==> src/sv/pstf_pkg.sv <==
`default_nettype none
// ----------------------------------------------------------------------------
// pstf_pkg: shared types and constants of the piece span mapper
// widths of the word fields, status codes, command and result structs
// ----------------------------------------------------------------------------
package pstf_pkg;

   localparam int SLOT_W  = 6;
   localparam int LEN_W   = 40;
   localparam int PIDX_W  = 20;
   localparam int POFF_W  = 24;
   localparam int REQ_W   = 25;
   localparam int PSIZE_W = 25;
   localparam int FCNT_W  = 7;
   localparam int PROD_W  = PIDX_W + PSIZE_W;
   // absolute position plus span, and the running total of 64 files
   localparam int POS_W   = 47;

   localparam int CSR_ADDR_W = 3;
   localparam int CSR_DATA_W = 32;

   localparam int QPTR_W      = 1;
   localparam int QUEUE_DEPTH = 2 ** QPTR_W;

   localparam logic [PSIZE_W-1:0] PIECE_SIZE_RST = 25'd262144;
   localparam logic [FCNT_W-1:0]  FILE_COUNT_RST = 7'd1;

   localparam logic FUNC_LOAD = 1'b0;
   localparam logic FUNC_MAP  = 1'b1;

   // register index, taken from the word address bit
   localparam logic REG_PIECE_SIZE = 1'b0;
   localparam logic REG_FILE_COUNT = 1'b1;

   typedef enum logic [1:0] {
      STATUS_SEG    = 2'd0,
      STATUS_ACK    = 2'd1,
      STATUS_BEYOND = 2'd2
   } status_type;

   typedef enum logic [2:0] {
      BK_IDLE,
      BK_WALK,
      BK_CHECK,
      BK_EMIT_RD,
      BK_EMIT_OUT
   } back_state_type;

   typedef struct packed {
      logic              func;
      logic [SLOT_W-1:0] slot;
      logic [LEN_W-1:0]  length;
      logic [POS_W-1:0]  pos;
      logic [REQ_W-1:0]  req;
   } cmd_type;

   typedef struct packed {
      logic [PSIZE_W-1:0] piece_size;
      logic [FCNT_W-1:0]  file_count;
   } cfg_type;

   typedef struct packed {
      logic [SLOT_W-1:0] file_index;
      logic [LEN_W-1:0]  file_offset;
      logic [REQ_W-1:0]  length;
      logic              last;
      status_type        status;
   } rsp_type;

endpackage
`default_nettype wire

==> src/sv/pstf_queue.sv <==
`default_nettype none
// ----------------------------------------------------------------------------
// pstf_queue: short command queue between front and back
// lets the input side and the table walker stall independently
// ----------------------------------------------------------------------------
module pstf_queue (
   input  wire logic                 clock,
   input  wire logic                 reset,
   input  wire logic                 push_valid,
   output      logic                 push_ready,
   input  wire pstf_pkg::cmd_type    push_cmd,
   output      logic                 pop_valid,
   input  wire logic                 pop,
   output      pstf_pkg::cmd_type    pop_cmd
);

   pstf_pkg::cmd_type                 entry_ff [pstf_pkg::QUEUE_DEPTH];
   logic [pstf_pkg::QPTR_W-1:0]       wr_ptr_ff, wr_ptr_in;
   logic [pstf_pkg::QPTR_W-1:0]       rd_ptr_ff, rd_ptr_in;
   logic [pstf_pkg::QPTR_W:0]         count_ff, count_in;
   logic                              do_push, do_pop;

   assign push_ready = count_ff != (pstf_pkg::QPTR_W + 1)'(pstf_pkg::QUEUE_DEPTH);
   assign pop_valid  = count_ff != '0;
   assign pop_cmd    = entry_ff[rd_ptr_ff];

   assign do_push = push_valid && push_ready;
   assign do_pop  = pop && pop_valid;

   always_comb begin
      wr_ptr_in = wr_ptr_ff;
      rd_ptr_in = rd_ptr_ff;
      count_in  = count_ff;
      if (do_push) begin
         wr_ptr_in = wr_ptr_ff + 1'b1;
      end
      if (do_pop) begin
         rd_ptr_in = rd_ptr_ff + 1'b1;
      end
      case ({do_push, do_pop})
         2'b10:   count_in = count_ff + 1'b1;
         2'b01:   count_in = count_ff - 1'b1;
         default: count_in = count_ff;
      endcase
   end

   always_ff @(posedge clock) begin
      if (reset) begin
         wr_ptr_ff <= '0;
         rd_ptr_ff <= '0;
         count_ff  <= '0;
      end else begin
         wr_ptr_ff <= wr_ptr_in;
         rd_ptr_ff <= rd_ptr_in;
         count_ff  <= count_in;
      end
   end

   always_ff @(posedge clock) begin
      if (do_push) begin
         entry_ff[wr_ptr_ff] <= push_cmd;
      end
   end

endmodule
`default_nettype wire

==> config.mk <==
export PLATFORM = sky130hd
export DESIGN_NAME = pstf_queue
export DESIGN_NICKNAME = d
export VERILOG_FILES = /design/src/sv/pstf_pkg.sv /design/src/sv/pstf_queue.sv
export SDC_FILE = /design/constraint.sdc
export NUM_CORES = 1
export LEC_CHECK = 0
export ABC_AREA = 1
export BUFFER_PORTS_ARGS = -buffer_cell sky130_fd_sc_hd__buf_2
export CORE_UTILIZATION = 35
export DETAILED_ROUTE_END_ITERATION = 10
export PLACE_DENSITY = 0.54
export SLEW_MARGIN = 20
export SYNTH_ARGS = -nofsm -noshare
export SYNTH_HDL_FRONTEND = slang
export SYNTH_SLANG_ARGS = --single-unit
==> constraint.sdc <==
create_clock -name clock -period 12.83 [get_ports clock]
set_input_delay 1.9245 -clock clock [delete_from_list [all_inputs] [get_ports clock]]
set_output_delay 1.9245 -clock clock [all_outputs]
set_load 0.1 [all_outputs]
== Yosys cells after proc, flatten, opt, wreduce, memory -nomap -nowiden ==
Memories as Yosys holds them, arrays and structs flattened. A register that Yosys moved wholly into a read port is not among the register bits.
Index checks and enable logic that the tools add are counted.
Storage, ports and cells
  register bits after elaboration: 4
  RAM bits: 238
  bits of input ports: 123
  output and inout port bits: 121
  word-level logic and storage cells: 20
  memories: 1
Memories
  entry_ff: depth 2, width 119, read ports 1, clocked after memory_dff 1, write ports 1, RTL line pstf_queue.sv:17  | pstf_pkg::cmd_type entry_ff [pstf_pkg::QUEUE_DEPTH];
Cells by class
  add/subtract/negate cells: 4
  eq/ne operators: 3
  muxes and demuxes: 5
  reductions and logical operators: 4
Operators with widths (number)
  $mux W1: 4
  $pmux W2 S2: 1
  $reduce_bool A2 Y1: 2
  $add A1 B1 Y1 const B: 2
  $add A2 B1 Y2 const B: 1
  $eq A2 B1 Y1 const B: 1
  $eq A2 B2 Y1 const B: 1
  $logic_and A1 B1 Y1: 2
  $ne A2 B2 Y1 const B: 1
  $sub A2 B1 Y2 const B: 1

== Depth between registers and ports, before layout ==
  depth after elaboration: 4
  gate-level depth with buffers: 10
  mapped depth without buffers: 10

== Worst setup path before layout ==
No wires, ideal clock.
  kind: input-to-reg
  from: in push_valid
  to: mem entry_ff[0][0] (netlist bit) (enable)
  setup time: 599 ps
  data arrival time: 7032 ps
  setup slack: 5199 ps
  stages on the path: 2
  path through: nand2_1 nor2_1
Between the ends
  longest elaborated chain between the ends: 3
RTL lines
  start, declared: RTL line pstf_queue.sv:9  | input wire logic push_valid,
  $logic_and A1 B1 Y1: RTL line pstf_queue.sv:27  | assign do_push = push_valid && push_ready;
  $mux W1: RTL line pstf_queue.sv:60  | if (do_push) begin
  $mux W1 (implied by the code): RTL line pstf_queue.sv:61  | entry_ff[wr_ptr_ff] <= push_cmd;
  end, declared: RTL line pstf_queue.sv:17
No other way between the ends.

==> results.sh <==
export IMPL_status="complete, no violations"
export IMPL_drt_vias_per_instance=4.46
export IMPL_layout_nets=797
export IMPL_grt_pass1_wl_um=25900
export IMPL_dp_slack_ns=8.38
export IMPL_wl_um=17300
export IMPL_synth_top_area_frac=0.803
export IMPL_crit_chain="buf_4 > mux2_2 > buf_2"
export IMPL_cts_repair_resized=0
export IMPL_period_minus_slack_ns=4.92
export IMPL_post_cts_buffers=0
export IMPL_drt_pass1_iter_count=4
export IMPL_avgSynthCellArea_um2=21.8
export IMPL_yosysUniqueCellTypes=12
export IMPL_maxCapViolCount=0
export IMPL_die_area_mm2=0.0261
export IMPL_drtIter0Drc=202
export IMPL_synth_area_leaders="edfxtp_1 80%, mux2_2 15%, clkbuf_8 1.7%, dfxtp_1 1.1%, nor2_1 0.42%"
export IMPL_port_buffers=243
export IMPL_h_tree_depth=1
export IMPL_hpwl_um=11200
export IMPL_ir_drop_uv=125
export IMPL_grt_pass1_vias=4802
export IMPL_yosys_cell_count_top_type="edfxtp_1"
export IMPL_ys_ff_latch=243
export IMPL_ant_nets=0
export IMPL_arrival_ns=2.99
export IMPL_gp_congestion=0.709
export IMPL_power_density_mw_per_mm2=233
export IMPL_worstMarginPinSlew_ns=0.837
export IMPL_vias=4578
export IMPL_synth_common_cells="238 x edfxtp_1, 119 x mux2_2, 11 x clkbuf_8"
export IMPL_worst_hold_slack_ns=0.497
export IMPL_critPathKind="reg -> out"
export IMPL_grt_usage=0.129
export IMPL_setup_viol=0
export IMPL_dieHeight_um=161
export IMPL_layout_setup_ws_ns=7.91
export IMPL_finalInstanceArea_mm2=0.0112
export IMPL_cts_sinks=243
export IMPL_ys_seq_area_frac=0.814
export IMPL_slew_headroom=0.442
export IMPL_grt_max_degree=78
export IMPL_min_path_type="reg -> reg"
export IMPL_die_width_um=161
export IMPL_max_freq_mhz=203
export IMPL_place_area_mm2=0.0104
export IMPL_cp_max_fo=62
export IMPL_synthArstFlopShare=0
export IMPL_cts_root_buf="clkbuf_16"
export IMPL_start_util=0.356
export IMPL_multi_input_area_mm2=0.00147
export IMPL_syn_area_mm2=0.00890
export IMPL_boundaryPins=244
export IMPL_max_stage_delay_ns=0.87
export IMPL_cts_max_path_buffers=3
export IMPL_ys_warn_count=0
export IMPL_synth_ff_type="edfxtp_1"
export IMPL_ff_latch_area_mm2=0.00725
export IMPL_period_share=0.383
export IMPL_postCtsHoldBufs=0
export IMPL_antenna_found_initial=5
export IMPL_n_fill_cell=2242
export IMPL_cts_buffers=27
export IMPL_worstPathRequired_ns=10.91
export IMPL_fp_coreArea_mm2=0.0250
export IMPL_synth_edff_count=238
export IMPL_clkLatencyLatePin_ns=0.52
export IMPL_hold_viol=0
export IMPL_slew_violations=0
export IMPL_rows=58
export IMPL_cp_start_kind="flip-flop"
export IMPL_grt_overflow=0
export IMPL_end_kind="primary output"
export IMPL_finalClockSkew_ns=0.00823
export IMPL_path_clk_slew_ns=0.05
export IMPL_cts_tree="built"
export IMPL_drc_errors=0
export IMPL_rsz0062_at_grt="false"
export IMPL_timing_setup_tns_ns=0
export IMPL_critPathSlowestCell="dfxtp_4"
export IMPL_drive_gt1_frac=0.582
export IMPL_area_growth_pct=26.2
export IMPL_synth_area_leader_cell="edfxtp_1"
export IMPL_leakage_nw=4.16
export IMPL_syn_inst=408
export IMPL_drt_wirelength_per_cell_um=16.9
export IMPL_synth_net_count=532
layer usage:
layer | routed length [um] | up-vias | part of all wire | global-route usage
met4 | 502 | 2 | 0.029 | 0.0403
met5 | 13 | - | 0.00075 | 0
met1 | 6970 | 2230 | 0.40 | 0.158
met3 | 1380 | 34 | 0.079 | 0.0398
met2 | 8460 | 168 | 0.49 | 0.216
li1 | - | 2144 | - | -
power by group:
| group | leakage (nW) | switching [W] | internal, W | total (W) |
|---|---|---|---|---|
| sequential | 2.27 | 0.0000339 | 0.000972 | 0.00101 |
| combinational | 1.52 | 0.000762 | 0.000164 | 0.000926 |
| clock | 0.381 | 0.000283 | 0.000399 | 0.000682 |
final cells by class:
class | instances | area share
Clock inverter | 7 | 0.00301
Clock buffer | 42 | 0.0669
Sequential cell | 243 | 0.645
Inverter | 8 | 0.00267
Multi-Input combinational cell | 144 | 0.130
Tap cell | 330 | 0.0367
Timing Repair Buffer | 249 | 0.114
Antenna cell | 3 | 0.000668
through the flow:
stage                     power, W   util  std cells
after floorplan            0.00185      -        408
after global placement     0.00195  0.416        973
after detailed placement   0.00196  0.416        973
after CTS                  0.00265  0.447       1022
after global routing       0.00270  0.449       1023
final                      0.00261  0.449       1026
cells in the final DEF (no fill, tap or decap), drive strengths merged:
master	count
mux2	119
nor2	10
buf	249
nand2	8
clkinv	7
ha	1
inv	8
dfxtp	5
nand4	1
clkbuf	42
o21ai	3
diode	3
a21oi	2
edfxtp	238
sequential cells by signal, summed over array words and instances, names as in the netlist, named ones only:
name       flops
count_ff       2
entry_ff     238
rd_ptr_ff      1
wr_ptr_ff      1
final timing paths:
check	startpoint	endpoint	slack, ns	depth (start not counted)
worst max-delay path	flip-flop	pop_cmd[47]	7.91	3
worst min-delay path	rd_ptr_ff	rd_ptr_ff	0.50	2
worst max register to register	count_ff[0]	entry_ff[1][116]	10.32	6
worst min register to register	rd_ptr_ff	rd_ptr_ff	0.50	2
critical path: cells and delay by family (launching register included):
kind / cells / cell delay (ns)
flip-flops: 1 / 0.87
multiplexers: 1 / 0.32
buffers and inverters: 2 / 1.19
kinds of logic after synthesis:
| logic type | count (synthesis) | synth area share |
|---|---|---|
| AOI/OAI and AO/OA | 5 | 0.00281 |
| and+or+nand+nor | 19 | 0.00829 |
| buffers and inverters | 21 | 0.0229 |
| muxes | 119 | 0.151 |
| DFF | 243 | 0.814 |
| adders and majority gates | 1 | 0.00141 |
No activity file was read; power rests on OpenSTA's default activity.
