--- src/sv/pstf_pkg.sv ---
`default_nettype none
// ----------------------------------------------------------------------------
// pstf_pkg: shared types and constants of the piece span mapper
// widths of the word fields, status codes, command and result structs
// ----------------------------------------------------------------------------
package pstf_pkg;

   localparam int SLOT_W  = 6;
   localparam int LEN_W   = 40;
   localparam int PIDX_W  = 20;
   localparam int POFF_W  = 24;
   localparam int REQ_W   = 25;
   localparam int PSIZE_W = 25;
   localparam int FCNT_W  = 7;
   localparam int PROD_W  = PIDX_W + PSIZE_W;
   // absolute position plus span, and the running total of 64 files
   localparam int POS_W   = 47;

   localparam int CSR_ADDR_W = 3;
   localparam int CSR_DATA_W = 32;

   localparam int QPTR_W      = 1;
   localparam int QUEUE_DEPTH = 2 ** QPTR_W;

   localparam logic [PSIZE_W-1:0] PIECE_SIZE_RST = 25'd262144;
   localparam logic [FCNT_W-1:0]  FILE_COUNT_RST = 7'd1;

   localparam logic FUNC_LOAD = 1'b0;
   localparam logic FUNC_MAP  = 1'b1;

   // register index, taken from the word address bit
   localparam logic REG_PIECE_SIZE = 1'b0;
   localparam logic REG_FILE_COUNT = 1'b1;

   typedef enum logic [1:0] {
      STATUS_SEG    = 2'd0,
      STATUS_ACK    = 2'd1,
      STATUS_BEYOND = 2'd2
   } status_type;

   typedef enum logic [2:0] {
      BK_IDLE,
      BK_WALK,
      BK_CHECK,
      BK_EMIT_RD,
      BK_EMIT_OUT
   } back_state_type;

   typedef struct packed {
      logic              func;
      logic [SLOT_W-1:0] slot;
      logic [LEN_W-1:0]  length;
      logic [POS_W-1:0]  pos;
      logic [REQ_W-1:0]  req;
   } cmd_type;

   typedef struct packed {
      logic [PSIZE_W-1:0] piece_size;
      logic [FCNT_W-1:0]  file_count;
   } cfg_type;

   typedef struct packed {
      logic [SLOT_W-1:0] file_index;
      logic [LEN_W-1:0]  file_offset;
      logic [REQ_W-1:0]  length;
      logic              last;
      status_type        status;
   } rsp_type;

endpackage
`default_nettype wire

--- src/sv/pstf_front.sv ---
`default_nettype none
// ----------------------------------------------------------------------------
// pstf_front: input stage of the piece span mapper
// registers an input word and forms the absolute position for the queue
// ----------------------------------------------------------------------------
module pstf_front (
   input  wire logic                           clock,
   input  wire logic                           reset,
   input  wire logic                           req_valid,
   output      logic                           req_ready,
   input  wire logic                           req_func,
   input  wire logic [pstf_pkg::SLOT_W-1:0]    req_file_slot,
   input  wire logic [pstf_pkg::LEN_W-1:0]     req_file_length,
   input  wire logic [pstf_pkg::PIDX_W-1:0]    req_piece_index,
   input  wire logic [pstf_pkg::POFF_W-1:0]    req_piece_offset,
   input  wire logic [pstf_pkg::REQ_W-1:0]     req_request_length,
   input  wire logic [pstf_pkg::PSIZE_W-1:0]   piece_size,
   output      logic                           push_valid,
   input  wire logic                           push_ready,
   output      pstf_pkg::cmd_type              push_cmd
);

   logic                          s_valid_ff, s_valid_in;
   logic                          func_ff;
   logic [pstf_pkg::SLOT_W-1:0]   slot_ff;
   logic [pstf_pkg::LEN_W-1:0]    length_ff;
   logic [pstf_pkg::PIDX_W-1:0]   pidx_ff;
   logic [pstf_pkg::POFF_W-1:0]   poff_ff;
   logic [pstf_pkg::REQ_W-1:0]    reqlen_ff;
   logic [pstf_pkg::PROD_W-1:0]   prod;

   assign req_ready = !s_valid_ff || push_ready;

   always_comb begin
      s_valid_in = s_valid_ff;
      if (req_ready) begin
         s_valid_in = req_valid;
      end
   end

   always_ff @(posedge clock) begin
      if (reset) begin
         s_valid_ff <= 1'b0;
      end else begin
         s_valid_ff <= s_valid_in;
      end
   end

   always_ff @(posedge clock) begin
      if (req_valid && req_ready) begin
         func_ff   <= req_func;
         slot_ff   <= req_file_slot;
         length_ff <= req_file_length;
         pidx_ff   <= req_piece_index;
         poff_ff   <= req_piece_offset;
         reqlen_ff <= req_request_length;
      end
   end

   // one multiply and one add ahead of the queue
   assign prod = pstf_pkg::PROD_W'(pidx_ff) * pstf_pkg::PROD_W'(piece_size);

   always_comb begin
      push_cmd.func   = func_ff;
      push_cmd.slot   = slot_ff;
      push_cmd.length = length_ff;
      push_cmd.pos    = pstf_pkg::POS_W'(prod) + pstf_pkg::POS_W'(poff_ff);
      push_cmd.req    = reqlen_ff;
   end

   assign push_valid = s_valid_ff;

endmodule
`default_nettype wire

--- config.mk ---
export PLATFORM = sky130hd
export DESIGN_NAME = pstf_front
export DESIGN_NICKNAME = d
export VERILOG_FILES = /design/src/sv/pstf_pkg.sv /design/src/sv/pstf_front.sv
export SDC_FILE = /design/constraint.sdc
export NUM_CORES = 1
export LEC_CHECK = 0
export BUFFER_PORTS_ARGS = -buffer_cell sky130_fd_sc_hd__buf_2
export CAP_MARGIN = 40
export CORE_MARGIN = 10
export CORE_UTILIZATION = 50
export DETAILED_ROUTE_END_ITERATION = 8
export MAX_ROUTING_LAYER = met4
export PLACE_DENSITY_LB_ADDON = 0.3
export SLEW_MARGIN = 40
export SYNTH_ARGS = -nofsm -noshare
export SYNTH_HDL_FRONTEND = slang
export SYNTH_SLANG_ARGS = --single-unit
--- constraint.sdc ---
create_clock -name clock -period 9.85 [get_ports clock]
set_input_delay 1.4775 -clock clock [delete_from_list [all_inputs] [get_ports clock]]
set_output_delay 1.4775 -clock clock [all_outputs]
set_load 0.005 [all_outputs]
== Yosys cells after proc, flatten, opt, wreduce, memory -nomap -nowiden ==
Index checks and enable logic that the tools add are counted.
Cells by class
  add/sub/neg operators: 1
  $mul: 1
  reductions and logical operators: 3
Operators by type and width (count)
  45-bit by 24-bit adder with 46-bit output: 1
  20-bit by 25-bit multiplier with 45-bit output: 1
  1-bit logical AND: 1
  1-bit zero test: 1
  1-bit logical OR: 1
Storage, ports and cells
  flip-flop bits (word level): 117
  input bits: 145
  output and inout port bits: 121
  logic and storage cells: 12

== Longest topological paths before layout ==
Gate-level depths: netlist of run 1.
  depth after elaboration: 3
  mapped depth: 25

== Least setup slack after synthesis of run 1 ==
Ideal clock, no wire load.
  kind: input-to-output
  start point: in piece_size[7] (netlist name)
  end point: out push_cmd[64] (netlist name)
  arrival time: 7339 ps
  data required time: 8373 ps
  setup slack: 1034 ps
  stages: 24
  buffers on the path: 2
  cells stage by stage: clkbuf_1 > nand2_1 > fa_1 > inv_1 > fa_1 > inv_1 > fa_1 > inv_1 > fa_1 > fa_1 > fa_1 > inv_1 > fa_1 > inv_1 > ha_1 > buf_2 > a21oi_1 > o21ai_1 > a211oi_1 > nand3_2 > a31oi_1 > o221a_2 > o21a_1 > xnor2_1
RTL lines
  from (decl): line pstf_front.sv:17  | input wire logic [pstf_pkg::PSIZE_W-1:0] piece_size,
  to (decl): line pstf_front.sv:20  | output pstf_pkg::cmd_type push_cmd

==> impl_metrics.sql, run 1 <==
INSERT INTO impl_metrics (metric_group, metric, value, unit) VALUES
('critical_path', 'critPathKind', 'in -> out', ''),
('cells_and_area', 'fillCellCount', '3578', ''),
('critical_path', 'cp_slowest_stage_delay', '570', 'ps'),
('timing', 'finalSetupTns', '0', 'ps'),
('min_path', 'hold_class', 'reg -> reg', ''),
('clocking', 'cts-root-to-sink-buffers', '2', ''),
('timing', 'finalSetupViolations', '0', ''),
('global_routing', 'first_global_vias', '16310', ''),
('clocking', 'holdBufCountCts', '0', ''),
('synthesis', 'mappedNetlistNets', '2793', ''),
('critical_path', 'critPathMostFrequentCell', 'sky130_fd_sc_hd__fa_1', ''),
('run', 'cap_viol_max_count', '0', ''),
('timing', 'worst-slew-pin-transition', '716.1', 'ps'),
('detailed_routing', 'route.detailed.vias_per_inst', '5.270', ''),
('place', 'detailed_place.area', '22580', 'um2'),
('floorplanning', 'ios', '266', ''),
('critical_path', 'r2r-start', 'push_valid', ''),
('timing', 'final_hold_viol_count', '0', ''),
('floorplanning', 'fp.dieH', '223.8', 'um'),
('clocking', 'clock-sinks', '117', ''),
('clocking', 'cts_made_buffers', '17', ''),
('timing', 'timing.hold.ws', '554.5', 'ps'),
('detailed_routing', 'post-route-drc-count', '0', ''),
('place', 'port_buffers', '264', ''),
('synthesis', 'postSynthRegisterBits', '117', ''),
('critical_path', 'type_of_origin_of_the_critical_path', 'input pin', ''),
('clocking', 'cts-root-buf', 'sky130_fd_sc_hd__clkbuf_16', ''),
('clocking', 'cts.htree.levels', '4', ''),
('floorplanning', 'floorplan.die_area', '50090', 'um2'),
('synthesis', 'asyncSetResetFlopFracSynth', '0', ''),
('critical_path', 'path_cells', 'buf_2, and2_1, fa_1, fa_1, inv_1, fa_1, inv_1, fa_1, fa_1, fa_1, fa_1, ha_1, a21o_1, a21o_1, a221o_1, a211o_1, a211oi_2, o21a_2, o21ai_2, xor2_1, buf_2', ''),
('clocking', 'insertion_delay', '470', 'ps'),
('cells_and_area', 'post_route_cells_drive_above_1_share', '0.1541', ''),
('timing', 'final.min_clock_period', '9575', 'ps'),
('synthesis', 'synth_seq_area_share', '0.1687', ''),
('cells_and_area', 'mostFrequentLayoutCells', 'sky130_fd_sc_hd__inv_1, sky130_fd_sc_hd__fa_1, sky130_fd_sc_hd__and2_1', ''),
('detailed_routing', 'post_drt_wl_per_cell', '19.78', 'um'),
('global_routing', 'grt_usage', '0.2376', ''),
('synthesis', 'synth.avg_cell_area', '10.12', 'um2'),
('timing', 'clock-skew-final', '11.79', 'ps'),
('detailed_routing', 'drt_pass1_iterations', '5', ''),
('place', 'hpwl', '46.78', 'mm'),
('min_path', 'hold_path_startpoint', 'push_valid', ''),
('detailed_routing', 'initialDrtViolationCount', '929', ''),
('detailed_routing', 'wirelength', '55.67', 'mm'),
('critical_path', 'cp_num_buf_inv', '4', ''),
('synthesis', 'yosys_warnings', '0', ''),
('cells_and_area', 'final_standard_cell_utilization_of_the_core', '0.5681', ''),
('critical_path', 'cp_data_arrival_time', '8100', 'ps'),
('critical_path', 'worst_path_max_delay_cell', 'sky130_fd_sc_hd__fa_1', ''),
('global_routing', 'antenna_found_initial', '4', ''),
('floorplanning', 'chipWidth', '223.8', 'um'),
('run_status', 'run_status', 'finished, final reports clean', ''),
('clocking', 'clk_pin_slew_worst_paths', '70', 'ps'),
('min_path', 'worstHoldPathCells', '2', ''),
('cells_and_area', 'syn2layout_area_growth', '11.95', '%'),
('clocking', 'tritoncts', 'done', ''),
('place', 'gpl.final_weighted_congestion', '0.9124', ''),
('critical_path', 'r2r.worst_path.cells', '3', ''),
('critical_path', 'critPathTopFamily', 'adder cells', ''),
('min_path', 'worst_hold_path.endpoint', 'push_valid', ''),
('critical_path', 'regToRegSetupSlack', '7740', 'ps'),
('synthesis', 'syn_area', '20770', 'um2'),
('timing', 'timing.final.crit_share', '0.9721', ''),
('floorplanning', 'initial_utilization', '0.5075', ''),
('critical_path', 'critical_path.endpoint_type', 'output pin', ''),
('critical_path', 'timing.critical_path.fanout_max', '20', ''),
('floorplanning', 'fp.coreArea', '40920', 'um2'),
('synthesis', 'post_synth_num_cell_types', '66', ''),
('cells_and_area', 'nets', '3006', ''),
('detailed_routing', 'final_antenna_net_count', '0', '');
## per-stage QoR
step	setup WS (ps)	instances
detailed placement	260.9	2772
global placement	330.8	2761
CTS	233.4	2804
floorplan	1034	2052
finish	275.0	2814
global route	31.87	2813
## worst min-delay path: stages, from the launching register on
cell	delay, ps
sky130_fd_sc_hd__dfxtp_1	320
sky130_fd_sc_hd__nand2b_1	120
sky130_fd_sc_hd__a21oi_1	80
## flip-flops by register name, summed over array words and instances, names as in the netlist
name	count
func_ff	1
push_valid	1
reqlen_ff	25
slot_ff	6
length_ff	40
poff_ff	24
pidx_ff	20
## area by class of cell
cell class,count,area (um2),share of cell area
clock buffers,17,425.4,0.01830
inverters,438,1644,0.07072
repair buffers,300,1667,0.07169
clock inverters,15,157.7,0.006781
well taps,532,665.6,0.02863
flip-flops and latches,117,3503,0.1507
multi-input cells,1391,15180,0.6528
diodes,4,10.01,0.0004305
## synthesized netlist by cell type (all sizes together), types with 3 or more instances
| master | n | area [um2] |
|---|---|---|
| fa | 435 | 8708 |
| buf | 10 | 75.07 |
| nor2b | 4 | 25.02 |
| or2 | 3 | 18.77 |
| a21oi | 42 | 214.0 |
| o21bai | 8 | 60.06 |
| xnor2 | 30 | 262.8 |
| nand2 | 264 | 991.0 |
| a21boi | 3 | 22.52 |
| edfxtp | 116 | 3483 |
| o21ai | 22 | 113.9 |
| inv | 438 | 1644 |
| nand3 | 9 | 50.05 |
| a31oi | 8 | 50.05 |
| nor2 | 15 | 56.30 |
| nor3 | 6 | 30.03 |
| a211o | 3 | 26.28 |
| and2 | 269 | 1684 |
| clkbuf | 95 | 366.6 |
| nand4 | 11 | 68.82 |
| a211oi | 6 | 55.05 |
| o211ai | 5 | 37.54 |
| ha | 161 | 2014 |
| nand2b | 5 | 31.28 |
| and3 | 6 | 38.79 |
| o21a | 6 | 46.30 |
| xor2 | 11 | 96.34 |
| a21o | 32 | 244.0 |
## cells by family (layout without fill, tap and decap cells)
family / count (synthesis) / after routing / share of synthesized area
other cells: 1 / 5 / 0.0001806
flops: 117 / 117 / 0.1687
buf+inv: 544 / 770 / 0.1009
simple gates: 604 / 604 / 0.1487
mux: 1 / 1 / 0.0004820
xor+xnor: 41 / 41 / 0.01729
compound gates: 148 / 148 / 0.04742
fa+ha+maj: 596 / 596 / 0.5163
## worst max path at each step
| stage | startpoint | to | slack (ps) | depth (start not counted) |
|---|---|---|---|---|
| 2_1_floorplan | piece_size[7] | push_cmd[64] | 1030 | 24 |
| 3_3_place_gp | piece_size[6] | push_cmd[66] | 330 | 24 |
| 3_5_place_dp | piece_size[9] | push_cmd[68] | 260 | 23 |
| 4_1_cts | piece_size[9] | push_cmd[68] | 230 | 23 |
| 5_1_grt | piece_size[10] | push_cmd[65] | 30 | 23 |
| 6_report | piece_size[9] | push_cmd[65] | 270 | 21 |
## routing by layer
| metal | part of all wire | vias to the layer above | wire length, um | global-route usage |
|---|---|---|---|---|
| li1 | - | 6603 | - | - |
| met1 | 0.43 | 7613 | 23740 | 0.3153 |
| met2 | 0.48 | 546 | 26910 | 0.3749 |
| met3 | 0.069 | 67 | 3846 | 0.03607 |
| met4 | 0.021 | 0 | 1173 | 0.06473 |
| met5 | 0 | - | 0 | - |
## what timing repair did
action | in CTS | in global routing
setup endpoints to repair | 0 | 4
buffers inserted | 0 | 0
gates resized for setup | 0 | 1
Power of run 1 is not shown: default switching activity piles up to over one toggle a cycle in this logic, so the estimate is an artifact.
==> run 2: changes to the inputs <==
--- a/config.mk
+++ b/config.mk
@@ -10,4 +10,5 @@
 export CORE_MARGIN = 10
 export CORE_UTILIZATION = 50
+export CTS_CLUSTER_DIAMETER = 120
 export DETAILED_ROUTE_END_ITERATION = 8
 export MAX_ROUTING_LAYER = met4
==> constraint.sdc (replaced) <==
create_clock -name clock -period 9.85 [get_ports clock]
set_input_delay 0.4925 -clock clock [delete_from_list [all_inputs] [get_ports clock]]
set_output_delay 0.4925 -clock clock [all_outputs]
set_load 0.005 [all_outputs]
==> run 2 against run 1 <==
Against the previous run:
- highest routed layer unchanged
- worst setup slack better by 1300 ps
- fmax is 16% higher
- critical path depth is 3 higher
- routed wire length is 0.16% lower
- sequential share of layout area hardly changed
==> impl_metrics.sql, run 2 (synthesized netlist as in run 1, its figures left out) <==
INSERT INTO impl_metrics (metric_group, metric, value, unit) VALUES
('place', 'hpwl', '46.24', 'mm'),
('cells_and_area', 'nets', '2992', ''),
('place', 'detailedPlace.worstSlack', '1986', 'ps'),
('clocking', 'cts.repair_timing.setup_buffer_count', '0', ''),
('timing', 'clock-skew-final', '12.64', 'ps'),
('global_routing', 'grt_overflow_total', '0', ''),
('global_routing', 'first_global_vias', '16220', ''),
('timing', 'final.min_clock_period', '8271', 'ps'),
('clocking', 'cts.htree.levels', '4', ''),
('detailed_routing', 'vias', '14740', ''),
('cells_and_area', 'post_route_cells_drive_above_1_share', '0.1484', ''),
('clocking', 'cts-root-to-sink-buffers', '2', ''),
('detailed_routing', 'route.detailed.vias_per_inst', '5.263', ''),
('critical_path', 'critPathMostFrequentCell', 'sky130_fd_sc_hd__fa_1', ''),
('critical_path', 'critPathKind', 'reg -> out', ''),
('floorplanning', 'initial_utilization', '0.5075', ''),
('clocking', 'cts-root-buf', 'sky130_fd_sc_hd__clkbuf_16', ''),
('floorplanning', 'floorplan.rows', '74', ''),
('timing', 'max_freq', '0.1209', 'GHz'),
('cells_and_area', 'layout.area.seq', '3503', 'um2'),
('timing', 'finalSetupTns', '0', 'ps'),
('place', 'gpl.final_weighted_congestion', '0.9075', ''),
('global_routing', 'maximum_number_of_pins_on_one_net_before_global_route_repair', '61', ''),
('place', 'port_buffers', '264', ''),
('global_routing', 'grt_pass1_wl', '90.67', 'mm'),
('cells_and_area', 'fillCellCount', '3555', ''),
('clocking', 'clock-sinks', '117', ''),
('timing', 'final_hold_viol_count', '0', ''),
('detailed_routing', 'final_antenna_net_count', '0', ''),
('detailed_routing', 'drt_pass1_iterations', '6', ''),
('cells_and_area', 'syn2layout_area_growth', '11.59', '%'),
('clocking', 'insertion_delay', '470', 'ps'),
('critical_path', 'worst_path_max_delay_cell', 'sky130_fd_sc_hd__edfxtp_1', ''),
('timing', 'finalSetupViolations', '0', ''),
('floorplanning', 'fp.coreArea', '40920', 'um2'),
('detailed_routing', 'post-route-drc-count', '0', ''),
('critical_path', 'required', '9360', 'ps'),
('cells_and_area', 'largest_register_ff_count', '40', ''),
('detailed_routing', 'post_drt_wl_per_cell', '19.85', 'um'),
('cells_and_area', 'mostFrequentLayoutCells', 'sky130_fd_sc_hd__inv_1, sky130_fd_sc_hd__fa_1, sky130_fd_sc_hd__and2_1', ''),
('critical_path', 'timing.critical_path.fanout_max', '16', ''),
('cells_and_area', 'layout.cells.most_common', 'sky130_fd_sc_hd__inv_1', ''),
('global_routing', 'antenna_found_initial', '4', ''),
('clocking', 'holdBufCountCts', '0', ''),
('timing', 'timing.slew.headroom', '0.5849', ''),
('floorplanning', 'chipWidth', '223.8', 'um'),
('timing', 'maxSlewViolCount', '0', ''),
('critical_path', 'cp_slowest_stage_delay', '720', 'ps'),
('cells_and_area', 'layout_top_registers', 'length_ff (40), reqlen_ff (25), poff_ff (24)', ''),
('floorplanning', 'ios', '266', ''),
('critical_path', 'path_cells', 'buf_4, nand2_1, fa_1, inv_1, fa_1, inv_1, fa_1, inv_1, fa_1, fa_1, fa_1, inv_1, fa_1, inv_1, ha_1, a21oi_1, o21ai_1, a211oi_1, nand3_2, a31oi_1, o31a_1, o21a_1, xnor2_1, buf_2', ''),
('detailed_routing', 'initialDrtViolationCount', '983', ''),
('timing', 'grt_setup_unrepaired', 'no', ''),
('critical_path', 'type_of_origin_of_the_critical_path', 'flop', ''),
('detailed_routing', 'wirelength', '55.58', 'mm'),
('run', 'cap_viol_max_count', '0', ''),
('clocking', 'postCtsResizedCells', '0', ''),
('timing', 'post_route_worst_setup_slack', '1579', 'ps'),
('timing', 'worst-slew-pin-transition', '622.7', 'ps'),
('critical_path', 'critical_path.endpoint_type', 'output pin', ''),
('timing', 'timing.final.crit_share', '0.8397', ''),
('clocking', 'clk_pin_slew_worst_paths', '80', 'ps'),
('clocking', 'cts_made_buffers', '17', ''),
('cells_and_area', 'total_area_of_multi_input_combinational_cells', '15170', 'um2'),
('min_path', 'hold_class', 'in -> reg', ''),
('cells_and_area', 'largest_register', 'length_ff', ''),
('floorplanning', 'floorplan.die_area', '50090', 'um2'),
('critical_path', 'cp_data_arrival_time', '7780', 'ps'),
('floorplanning', 'fp.dieH', '223.8', 'um'),
('run_status', 'run_status', 'finished, final reports clean', ''),
('global_routing', 'grt_usage', '0.2375', ''),
('clocking', 'tritoncts', 'done', '');
[run 2: cell count changes in the layout (fill, tap and decap cells not counted), sizes merged]
cell	before	now
buf	300	286
[run 2: path summary, 6_finish.rpt]
check,start,endpoint,slack [ps],cells after the start
worst max-delay path,pidx_ff[13],push_cmd[66],1580,24
worst min-delay path,reset,push_valid,180,2
worst max register to register,push_valid,pidx_ff[8],8070,3
worst min register to register,push_valid,push_valid,550,2
[run 2: cell type report]
cell class | instances | area share
Tap cell | 532 | 0.02872
Clock inverter | 15 | 0.006803
Timing Repair Buffer | 286 | 0.06889
Clock buffer | 17 | 0.01836
Sequential cell | 117 | 0.1512
Inverter | 438 | 0.07095
Antenna cell | 4 | 0.0004319
Multi-Input combinational cell | 1391 | 0.6547
[run 2: critical path: cells and delay by family, from the launching register on]
kind                       cells  cell delay (ps)
adders and majority gates      8             3850
AOI/OAI and AO/OA              6             1580
DFF                            1              720
buffers and inverters          7              690
and+or+nand+nor                2              330
xor gates and xnor gates       1              120
[run 2: per-layer routing]
metal  wire (um)  track usage
met5           0            -
met3        4345      0.05053
met1       23950       0.3146
met2       26450       0.3693
met4         846      0.05449
[run 2: stage by stage]
step / instances / utilization / hold WS (ps) / cell area (um2)
floorplan: 2052 / - / 522.5 / 20770
global route: 2800 / 0.5663 / 157.0 / 23170
detailed placement: 2753 / 0.5482 / 521.2 / 22430
finish: 2800 / 0.5663 / 181.9 / 23170
CTS: 2785 / 0.5624 / 146.3 / 23020
global placement: 2744 / 0.5454 / 528.3 / 22320
Power of run 2 is left out for the same reason.
