## config.mk

```make
export PLATFORM = sky130hd
export DESIGN_NAME = pstf_back
export DESIGN_NICKNAME = d
export VERILOG_FILES = /design/src/sv/pstf_pkg.sv /design/src/sv/pstf_ram.sv /design/src/sv/pstf_back.sv
export SDC_FILE = /design/constraint.sdc
export NUM_CORES = 2
export LEC_CHECK = 0
export ABC_CLOCK_PERIOD_IN_PS = 31700
export BUFFER_PORTS_ARGS = -buffer_cell sky130_fd_sc_hd__buf_2
export CAP_MARGIN = 30
export CORE_MARGIN = 5
export CORE_UTILIZATION = 53
export DETAILED_ROUTE_END_ITERATION = 12
export PLACE_DENSITY = 0.69
export SLEW_MARGIN = 5
export SYNTH_ARGS = -nofsm -noshare
export SYNTH_HDL_FRONTEND = slang
export SYNTH_SLANG_ARGS = --single-unit
```

## constraint.sdc

```tcl
create_clock -name clock -period 31.7 [get_ports clock]
set_input_delay 6.34 -clock clock [delete_from_list [all_inputs] [get_ports clock]]
set_output_delay 6.34 -clock clock [all_outputs]
set_load 0.005 [all_outputs]
```

## src/sv/pstf_pkg.sv

```systemverilog
`default_nettype none
// ----------------------------------------------------------------------------
// pstf_pkg: shared types and constants of the piece span mapper
// widths of the word fields, status codes, command and result structs
// ----------------------------------------------------------------------------
package pstf_pkg;

   localparam int SLOT_W  = 6;
   localparam int LEN_W   = 40;
   localparam int PIDX_W  = 20;
   localparam int POFF_W  = 24;
   localparam int REQ_W   = 25;
   localparam int PSIZE_W = 25;
   localparam int FCNT_W  = 7;
   localparam int PROD_W  = PIDX_W + PSIZE_W;
   // absolute position plus span, and the running total of 64 files
   localparam int POS_W   = 47;

   localparam int CSR_ADDR_W = 3;
   localparam int CSR_DATA_W = 32;

   localparam int QPTR_W      = 1;
   localparam int QUEUE_DEPTH = 2 ** QPTR_W;

   localparam logic [PSIZE_W-1:0] PIECE_SIZE_RST = 25'd262144;
   localparam logic [FCNT_W-1:0]  FILE_COUNT_RST = 7'd1;

   localparam logic FUNC_LOAD = 1'b0;
   localparam logic FUNC_MAP  = 1'b1;

   // register index, taken from the word address bit
   localparam logic REG_PIECE_SIZE = 1'b0;
   localparam logic REG_FILE_COUNT = 1'b1;

   typedef enum logic [1:0] {
      STATUS_SEG    = 2'd0,
      STATUS_ACK    = 2'd1,
      STATUS_BEYOND = 2'd2
   } status_type;

   typedef enum logic [2:0] {
      BK_IDLE,
      BK_WALK,
      BK_CHECK,
      BK_EMIT_RD,
      BK_EMIT_OUT
   } back_state_type;

   typedef struct packed {
      logic              func;
      logic [SLOT_W-1:0] slot;
      logic [LEN_W-1:0]  length;
      logic [POS_W-1:0]  pos;
      logic [REQ_W-1:0]  req;
   } cmd_type;

   typedef struct packed {
      logic [PSIZE_W-1:0] piece_size;
      logic [FCNT_W-1:0]  file_count;
   } cfg_type;

   typedef struct packed {
      logic [SLOT_W-1:0] file_index;
      logic [LEN_W-1:0]  file_offset;
      logic [REQ_W-1:0]  length;
      logic              last;
      status_type        status;
   } rsp_type;

endpackage
`default_nettype wire

```

## src/sv/pstf_ram.sv

```systemverilog
`default_nettype none
// ----------------------------------------------------------------------------
// pstf_ram: generic single write port, single read port ram
// read data is registered behind the read address
// ----------------------------------------------------------------------------
module pstf_ram #(
   parameter int WIDTH = 40,
   parameter int DEPTH = 64,
   localparam int AW = (DEPTH > 1) ? $clog2(DEPTH) : 1
) (
   input  wire logic                 clock,
   input  wire logic                 we,
   input  wire logic [AW-1:0]        waddr,
   input  wire logic [WIDTH-1:0]     wdata,
   input  wire logic [AW-1:0]        raddr,
   output      logic [WIDTH-1:0]     rdata
);

   logic [WIDTH-1:0] mem_ff [DEPTH];
   logic [WIDTH-1:0] rdata_ff;

   always_ff @(posedge clock) begin
      if (we) begin
         mem_ff[waddr] <= wdata;
      end
      rdata_ff <= mem_ff[raddr];
   end

   assign rdata = rdata_ff;

endmodule
`default_nettype wire

```

## src/sv/pstf_back.sv

```systemverilog
`default_nettype none
// ----------------------------------------------------------------------------
// pstf_back: table walker and segment emitter
// holds the file length table, walks it once to find the start file and
// the total, then reads it again to emit one segment per file touched
// ----------------------------------------------------------------------------
module pstf_back #(
   parameter int MAX_FILES = 64
) (
   input  wire logic                 clock,
   input  wire logic                 reset,
   input  wire logic                 q_valid,
   input  wire pstf_pkg::cmd_type    q_cmd,
   output      logic                 q_pop,
   input  wire pstf_pkg::cfg_type    cfg,
   output      logic                 rsp_valid,
   input  wire logic                 rsp_ready,
   output      pstf_pkg::rsp_type    rsp
);

   localparam int IDX_W = (MAX_FILES > 1) ? $clog2(MAX_FILES) : 1;
   localparam int CNT_W = $clog2(MAX_FILES + 1);

   pstf_pkg::back_state_type          state_ff, state_in;
   logic [pstf_pkg::POS_W-1:0]        pos_ff, pos_in;
   logic [pstf_pkg::POS_W-1:0]        cum_ff, cum_in;
   logic [pstf_pkg::REQ_W-1:0]        rem_ff, rem_in;
   logic                              found_ff, found_in;
   logic [IDX_W-1:0]                  cur_idx_ff, cur_idx_in;
   logic [pstf_pkg::LEN_W-1:0]        off_ff, off_in;
   logic [CNT_W-1:0]                  issue_ff, issue_in;
   logic                              rvalid_ff, rvalid_in;
   logic [IDX_W-1:0]                  ridx_ff, ridx_in;
   logic                              rsp_valid_ff, rsp_valid_in;
   pstf_pkg::rsp_type                 rsp_ff, rsp_in;

   logic                              ram_we;
   logic [IDX_W-1:0]                  ram_waddr, ram_raddr;
   logic [pstf_pkg::LEN_W-1:0]        ram_rdata;

   logic [pstf_pkg::FCNT_W-1:0]       count_lim;
   logic [CNT_W-1:0]                  n;
   logic                              out_free;
   logic [pstf_pkg::POS_W-1:0]        cum_next, fit_end;
   logic [pstf_pkg::LEN_W-1:0]        room;
   logic [pstf_pkg::REQ_W-1:0]        take, rem_left;
   logic                              issuing;

   function automatic pstf_pkg::rsp_type make_rsp(
      input logic [IDX_W-1:0]           idx,
      input logic [pstf_pkg::LEN_W-1:0] off,
      input logic [pstf_pkg::REQ_W-1:0] len,
      input logic                       last,
      input pstf_pkg::status_type       status
   );
      pstf_pkg::rsp_type r;
      r.file_index  = pstf_pkg::SLOT_W'(idx);
      r.file_offset = off;
      r.length      = len;
      r.last        = last;
      r.status      = status;
      return r;
   endfunction

   pstf_ram #(
      .WIDTH (pstf_pkg::LEN_W),
      .DEPTH (MAX_FILES)
   ) u_pstf_ram (
      .clock (clock),
      .we    (ram_we),
      .waddr (ram_waddr),
      .wdata (q_cmd.length),
      .raddr (ram_raddr),
      .rdata (ram_rdata)
   );

   assign count_lim = (cfg.file_count > pstf_pkg::FCNT_W'(MAX_FILES)) ?
                      pstf_pkg::FCNT_W'(MAX_FILES) : cfg.file_count;
   assign n         = CNT_W'(count_lim);

   assign ram_waddr = q_cmd.slot[IDX_W-1:0];
   assign ram_raddr = (state_ff == pstf_pkg::BK_WALK) ? issue_ff[IDX_W-1:0] : cur_idx_ff;

   assign out_free  = !rsp_valid_ff || rsp_ready;
   assign cum_next  = cum_ff + pstf_pkg::POS_W'(ram_rdata);
   assign fit_end   = pos_ff + pstf_pkg::POS_W'(rem_ff);
   assign room      = ram_rdata - off_ff;
   assign take      = (pstf_pkg::LEN_W'(rem_ff) < room) ? rem_ff : pstf_pkg::REQ_W'(room);
   assign rem_left  = rem_ff - take;
   assign issuing   = issue_ff < n;

   always_comb begin
      state_in     = state_ff;
      pos_in       = pos_ff;
      cum_in       = cum_ff;
      rem_in       = rem_ff;
      found_in     = found_ff;
      cur_idx_in   = cur_idx_ff;
      off_in       = off_ff;
      issue_in     = issue_ff;
      rvalid_in    = 1'b0;
      ridx_in      = ridx_ff;
      rsp_valid_in = rsp_valid_ff && !rsp_ready;
      rsp_in       = rsp_ff;
      q_pop        = 1'b0;
      ram_we       = 1'b0;

      case (state_ff)
         pstf_pkg::BK_IDLE: begin
            if (q_valid) begin
               if (q_cmd.func == pstf_pkg::FUNC_LOAD) begin
                  if (out_free) begin
                     // slots past the table are dropped but still acknowledged
                     ram_we       = (pstf_pkg::FCNT_W'(q_cmd.slot) <
                                     pstf_pkg::FCNT_W'(MAX_FILES));
                     q_pop        = 1'b1;
                     rsp_valid_in = 1'b1;
                     rsp_in       = make_rsp('0, '0, '0, 1'b1, pstf_pkg::STATUS_ACK);
                  end
               end else if (n == '0) begin
                  if (out_free) begin
                     q_pop        = 1'b1;
                     rsp_valid_in = 1'b1;
                     rsp_in       = make_rsp('0, '0, '0, 1'b1, pstf_pkg::STATUS_BEYOND);
                  end
               end else begin
                  q_pop    = 1'b1;
                  pos_in   = q_cmd.pos;
                  rem_in   = q_cmd.req;
                  cum_in   = '0;
                  found_in = 1'b0;
                  issue_in = '0;
                  state_in = pstf_pkg::BK_WALK;
               end
            end
         end

         pstf_pkg::BK_WALK: begin
            // one table read issued and one checked per cycle
            if (issuing) begin
               issue_in = issue_ff + 1'b1;
            end
            rvalid_in = issuing;
            ridx_in   = issue_ff[IDX_W-1:0];
            if (rvalid_ff) begin
               cum_in = cum_next;
               if (!found_ff && (cum_next > pos_ff)) begin
                  found_in   = 1'b1;
                  cur_idx_in = ridx_ff;
                  off_in     = pstf_pkg::LEN_W'(pos_ff - cum_ff);
               end
               if (CNT_W'(ridx_ff) == (n - 1'b1)) begin
                  rvalid_in = 1'b0;
                  state_in  = pstf_pkg::BK_CHECK;
               end
            end
         end

         pstf_pkg::BK_CHECK: begin
            if (!found_ff || (fit_end > cum_ff)) begin
               if (out_free) begin
                  rsp_valid_in = 1'b1;
                  rsp_in       = make_rsp('0, '0, '0, 1'b1, pstf_pkg::STATUS_BEYOND);
                  state_in     = pstf_pkg::BK_IDLE;
               end
            end else if (rem_ff == '0) begin
               if (out_free) begin
                  rsp_valid_in = 1'b1;
                  rsp_in       = make_rsp(cur_idx_ff, off_ff, '0, 1'b1,
                                          pstf_pkg::STATUS_SEG);
                  state_in     = pstf_pkg::BK_IDLE;
               end
            end else begin
               state_in = pstf_pkg::BK_EMIT_RD;
            end
         end

         pstf_pkg::BK_EMIT_RD: begin
            state_in = pstf_pkg::BK_EMIT_OUT;
         end

         pstf_pkg::BK_EMIT_OUT: begin
            if (out_free) begin
               rsp_valid_in = 1'b1;
               rsp_in       = make_rsp(cur_idx_ff, off_ff, take, rem_left == '0,
                                       pstf_pkg::STATUS_SEG);
               rem_in       = rem_left;
               off_in       = '0;
               cur_idx_in   = cur_idx_ff + 1'b1;
               state_in     = (rem_left == '0) ? pstf_pkg::BK_IDLE : pstf_pkg::BK_EMIT_RD;
            end
         end

         default: begin
            state_in = pstf_pkg::BK_IDLE;
         end
      endcase
   end

   always_ff @(posedge clock) begin
      if (reset) begin
         state_ff     <= pstf_pkg::BK_IDLE;
         rvalid_ff    <= 1'b0;
         rsp_valid_ff <= 1'b0;
         found_ff     <= 1'b0;
         issue_ff     <= '0;
      end else begin
         state_ff     <= state_in;
         rvalid_ff    <= rvalid_in;
         rsp_valid_ff <= rsp_valid_in;
         found_ff     <= found_in;
         issue_ff     <= issue_in;
      end
   end

   always_ff @(posedge clock) begin
      pos_ff     <= pos_in;
      cum_ff     <= cum_in;
      rem_ff     <= rem_in;
      cur_idx_ff <= cur_idx_in;
      off_ff     <= off_in;
      ridx_ff    <= ridx_in;
      rsp_ff     <= rsp_in;
   end

   assign rsp_valid = rsp_valid_ff;
   assign rsp       = rsp_ff;

endmodule
`default_nettype wire

```

-- Yosys cells after proc, flatten, opt, wreduce, memory -nomap -nowiden
Memories as Yosys holds them, arrays and structs flattened. A register that Yosys moved wholly into a read port is not among the register bits.
Index checks and enable logic that the tools add are counted.
- add/sub/neg operators: 8
- magnitude comparators: 5
- equal/unequal tests: 17
- mux-type cells: 72
- bitwise logic cells: 2
- reductions and logical operators: 24
- operators by type and width (operator ; number):
    74-bit 2-to-1 mux ; 9
    74-bit case mux with 3 select lines ; 1
    47-bit 2-to-1 mux ; 4
    25-bit 2-to-1 mux ; 5
    40-bit 2-to-1 mux ; 3
    47-bit greater-than comparator ; 2
    47-bit case mux with 2 select lines ; 1
    40-bit case mux with 2 select lines ; 1
    40-bit subtractor ; 2
    25-bit logical NOT ; 2
    25-bit case mux with 2 select lines ; 1
    47-bit by 25-bit adder with 47-bit output ; 1
    47-bit by 40-bit adder with 47-bit output ; 1
    25-bit by 40-bit less-than comparator with 1-bit output ; 1
    7-bit 2-to-1 mux ; 5
    3-bit 2-to-1 mux ; 9
    25-bit subtractor ; 1
    6-bit 2-to-1 mux ; 4
    1-bit 2-to-1 mux ; 23
    3-bit case mux with 5 select lines ; 1
    5-bit AND reduction ; 3
    7-bit case mux with 2 select lines ; 1
    2-bit != test (second input constant) ; 6
    3-bit != test (second input constant) ; 4
    26 further kinds ; 37
- register bits after elaboration: 258
- memory bits (writable): 2560
- bits of input ports: 155
- memories kept: 1
- memories (name ; words ; bits a word ; read ports ; clocked after memory_dff ; write ports ; line ; text):
    u_pstf_ram.mem_ff ; 64 ; 40 ; 1 ; 1 ; 1 ; pstf_ram.sv:19 ; logic [WIDTH-1:0] mem_ff [DEPTH];

-- Longest topological paths before layout
- word-level depth: 8
- gate-level depth with buffers: 37
- gate-level depth less buffers: 36

-- Cells and area by module
Synthesis repeated with hierarchy kept, for this count alone.
- cells, all modules: 6701
- area, all modules: 120684.5 sq um
- modules (own cells, without submodules) (module ; times used ; cells an instance ; area an instance (sq um) ; sequential area each (sq um)):
    pstf_ram ; 1 ; 4196 ; 97848.8 ; 77674.5
    pstf_back ; 1 ; 2505 ; 22835.7 ; 7617.3

-- Worst setup path before layout
Ideal clock, no wire load.
- path kind: in2out
- start: in cfg[6] in the netlist's numbering
- end: out q_pop
- data arrival time: 7420 ps
- data required time: 25360 ps
- slack: 17940 ps
- stages on the path: 7
- path buffers: 1
- cell sequence: inv_1 clkbuf_1 nand2_1 ha_1 nand3b_1 nand2_1 a21oi_1
- longest elaborated chain between the ends: 7
- RTL lines (what ; line ; text):
    from (decl) ; pstf_back.sv:15 ; input wire pstf_pkg::cfg_type cfg,
    7-bit greater-than comparator ; pstf_back.sv:77 ; assign count_lim = (cfg.file_count > pstf_pkg::FCNT_W'(MAX_FILES)) ?
    7-bit 2-to-1 mux * ; pstf_back.sv:77 ;
    7-bit logical NOT * ; pstf_back.sv:120 ; end else if (n == '0) begin
    1-bit 2-to-1 mux * ; pstf_back.sv:120 ;
    1-bit 2-to-1 mux * ; pstf_back.sv:111 ; if (q_cmd.func == pstf_pkg::FUNC_LOAD) begin
    1-bit 2-to-1 mux * ; pstf_back.sv:110 ; if (q_valid) begin
    1-bit 2-to-1 mux * ; pstf_back.sv:108 ; case (state_ff)
    to (decl) ; pstf_back.sv:14 ; output logic q_pop,
Mark *: on every way between the ends. The rest lies on a longest branch, timed or not.

-- Final worst setup path
Same ends and word-level chain as after synthesis.

==> flow_metrics.py <==
metrics = {
    "synth": {
        "synth_seq_cells": 2858,
        "synth_top_family_by_area": "multiplexers",
        "ys_types": 93,
        "synth_edf_count": 2805,
        "synth.area.mux_share_pct": 12.2,
        "synth-compound-area-share_pct": 6.61,
        "synthSimpleGateAreaFrac_pct": 5.22,
        "synthCells": 7092,
        "ys_seq_area_share_pct": 69.8,
        "synth_warnings": 0,
        "async_flop_share_pct": 0,
        "synth_area_mm2": 0.122,
        "synth_ff_type": "edfxtp_1",
        "synthAdderAreaFrac_pct": 3.09,
        "synth_xor_area_share_pct": 1.30,
        "syn_avg_cell_area_um2": 17.2,
        "syn-num-nets": 7546,
    },
    "floorplanning": {
        "core.rowCount": 176,
        "initial_core_util_pct": 53.2,
        "chipWidth_um": 490,
        "dieHeight_um": 490,
        "core_area_mm2": 0.230,
        "dieArea_mm2": 0.240,
        "io_pins": 231,
    },
    "timing": {
        "rsz0062_at_grt": "no",
        "slew_headroom_pct": 21.2,
        "fin_crit_ps": 14110,
        "worst_pin_slew_ps": 1180,
        "finalSetupTns_ps": 0,
        "clock.fmax_mhz": 70.9,
        "finalHoldViolCount": 0,
        "fin_crit_sh_pct": 44.5,
        "final_max_slew_viol_count": 0,
        "finClkSkew_ps": 121,
        "setup-violations-final": 0,
    },
    "cells_and_area": {
        "syn_to_final_growth_pct": 12.8,
        "final_cell_mix": "edfxtp_1 (2805), mux4_2 (640), nand2_1 (514)",
        "stdcell_count": 10700,
        "final_nets": 7896,
        "multi_input_area_mm2": 0.0354,
        "ff_latch_area_mm2": 0.0853,
        "n_fill_cell": 16600,
        "final_common_cell": "edfxtp_1",
        "drive_gt1_share_pct": 20.7,
    },
    "detailed_routing": {
        "vias_per_cell": 6.44,
        "wl_per_cell_um": 29.9,
        "drc": 0,
        "ant_nets": 0,
        "drtIter0Drc": 7748,
        "vias": 68900,
        "dr.pass1.iters": 7,
        "drt-total-wl_um": 320000,
    },
    "placed_design": {
        "dpl.hpwl_um": 185000,
        "placed_cells": 10100,
        "gp_congestion": 0.893,
        "portBuffers": 205,
    },
    "clock_tree": {
        "ctsHoldBuffers": 0,
        "post_cts_buffers": 0,
        "cts-buffers-inserted": 308,
        "clk_pin_slew_ps": 60,
        "root_buffer": "clkbuf_16",
        "clk_latency_ps": 970,
        "cts_htree_levels": 5,
        "cts.sinks": 2858,
        "cts_resized": 0,
        "cts_tree": "built",
        "clockBufferDepth": 4,
    },
    "critical_path": {
        "startpoint_type": "primary input",
        "reg2reg_depth": 35,
        "critPathMaxStageDelay_ps": 300,
        "r2r_setup_slack_ps": 21920,
        "end_kind": "output pin",
        "worstPathArrival_ps": 7770,
        "required_ps": 25360,
        "rr_startpoint": "off_ff[8]",
        "rr_endpoint": "rsp[2]",
        "crit_chain": "buf_2, inv_1, nand2_1, ha_1, nand3b_1, nand2_1, a21oi_1, buf_2",
        "cpMaxStageDelayCell": "ha_1",
        "crit_fanout": 11,
        "path_class": "in2out",
    },
    "pwr": {
        "p_per_area_mw_per_mm2": 61.1,
        "p_leak_nw": 46.2,
        "max-vdd-ir-drop_mv": 0.0612,
    },
    "worst_hold_path": {
        "whs_path_depth": 2,
        "hold_class": "reg2reg",
        "hold-path-endpoint": "issue_ff[6]",
        "hold_start": "issue_ff[6]",
    },
    "global_route": {
        "grt_pass1_vias": 68400,
        "grt_usage_pct": 26.2,
        "grt_max_degree": 122,
        "antenna_found_initial": 22,
        "grt_overflow": 0,
        "grt_pass1_wl_um": 465000,
    },
    "status": {
        "status": "finished, final reports clean",
    },
    "run": {
        "cap_violations": 0,
    },
}
metrics by stage:
step | util, % | power, mW | hold slack, ps | cell area [µm²] | setup slack, ps
5_1_grt | 60.0 | 8.71 | 542 | 138000 | 17430
4_1_cts | 59.7 | 8.47 | 504 | 137000 | 17590
3_3_place_gp | 55.4 | 5.04 | 471 | 127000 | 17610
2_1_floorplan | - | 4.78 | 462 | 122000 | 17940
6_report | 60.0 | 8.43 | 509 | 138000 | 17590
3_5_place_dp | 55.5 | 5.05 | 496 | 128000 | 17600
critical path, delay by kind of cell:
family / cells / cell delay (ps)
buffers and inverters: 3 / 500
AND/OR/NAND/NOR: 3 / 470
adder cells (fa/ha/maj): 1 / 300
AO/OA/AOI/OAI: 1 / 160
kinds of logic after synthesis:
logic type | Yosys count
AO/OA/AOI/OAI | 1183
XOR/XNOR | 182
adder cells (fa/ha/maj) | 299
buffers and inverters | 555
flip-flops | 2858
multiplexers | 682
AND/OR/NAND/NOR | 1333
where the power goes:
| part | leakage, nW | internal (mW) | switching [mW] |
|---|---|---|---|
| Sequential | 25.8 | 4.18 | 0.0297 |
| Clock | 4.66 | 2.02 | 1.42 |
| Combinational | 15.8 | 0.302 | 0.474 |
| Total | 46.2 | 6.51 | 1.92 |
layout make-up:
| class | instances | area share (%) |
|---|---|---|
| Antenna cell | 14 | 0.0254 |
| Inverter | 208 | 0.566 |
| Sequential cell | 2858 | 61.8 |
| Clock inverter | 145 | 1.01 |
| Multi-Input combinational cell | 3679 | 25.7 |
| Tap cell | 3026 | 2.74 |
| Timing Repair Buffer | 387 | 2.26 |
| Clock buffer | 382 | 5.91 |
synthesized netlist by cell type, types with 22 or more instances:
library cell / number / area, µm²
nor4_1: 22 / 138
a31oi_1: 101 / 632
a311oi_1: 89 / 780
dfxtp_1: 53 / 1060
a21o_1: 102 / 766
nor2b_1: 33 / 206
nand2_1: 518 / 1940
buf_2: 90 / 450
o21a_1: 29 / 218
nor2_1: 235 / 882
xnor2_1: 118 / 1030
a211oi_1: 217 / 1630
nand3_1: 63 / 315
nand4_1: 52 / 325
nand2b_1: 38 / 238
xor2_1: 64 / 561
buf_1: 26 / 97.6
o21ai_0: 142 / 711
a22o_1: 47 / 412
nor3_1: 64 / 320
clkbuf_1: 228 / 856
and2_1: 215 / 1350
and3_1: 26 / 163
edfxtp_1: 2805 / 84200
ha_1: 294 / 3680
mux4_2: 640 / 14400
inv_1: 208 / 781
a21oi_1: 285 / 1430
worst max path at each step:
stage                     startpoint     to  cells past startpoint
final                         cfg[6]  q_pop                      8
after global routing          cfg[6]  q_pop                      8
after CTS                     cfg[6]  q_pop                      8
after detailed placement      cfg[6]  q_pop                      8
after global placement        cfg[6]  q_pop                      8
after floorplan               cfg[6]  q_pop                      7
layer usage:
| layer | wire length, µm | GRT usage, % | part of all wire (%) |
|---|---|---|---|
| met5 | 43 | 0 | 0.013 |
| met4 | 11100 | 8.63 | 3.5 |
| met3 | 27300 | 4.92 | 8.5 |
| met2 | 153000 | 41.9 | 48 |
| met1 | 129000 | 36.8 | 40 |
sequential cells by signal, summed over array words and instances (netlist names):
signal and flops:
off_ff 40, issue_ff 7, u_pstf_ram.mem_ff 2560, u_pstf_ram.rdata 40
rvalid_ff 1, rsp_valid 1, cur_idx_ff 6, rem_ff 25
rsp 74, pos_ff 47, ridx_ff 6, state_ff 3
cum_ff 47, found_ff 1
No activity file was read; power rests on OpenSTA's default activity.
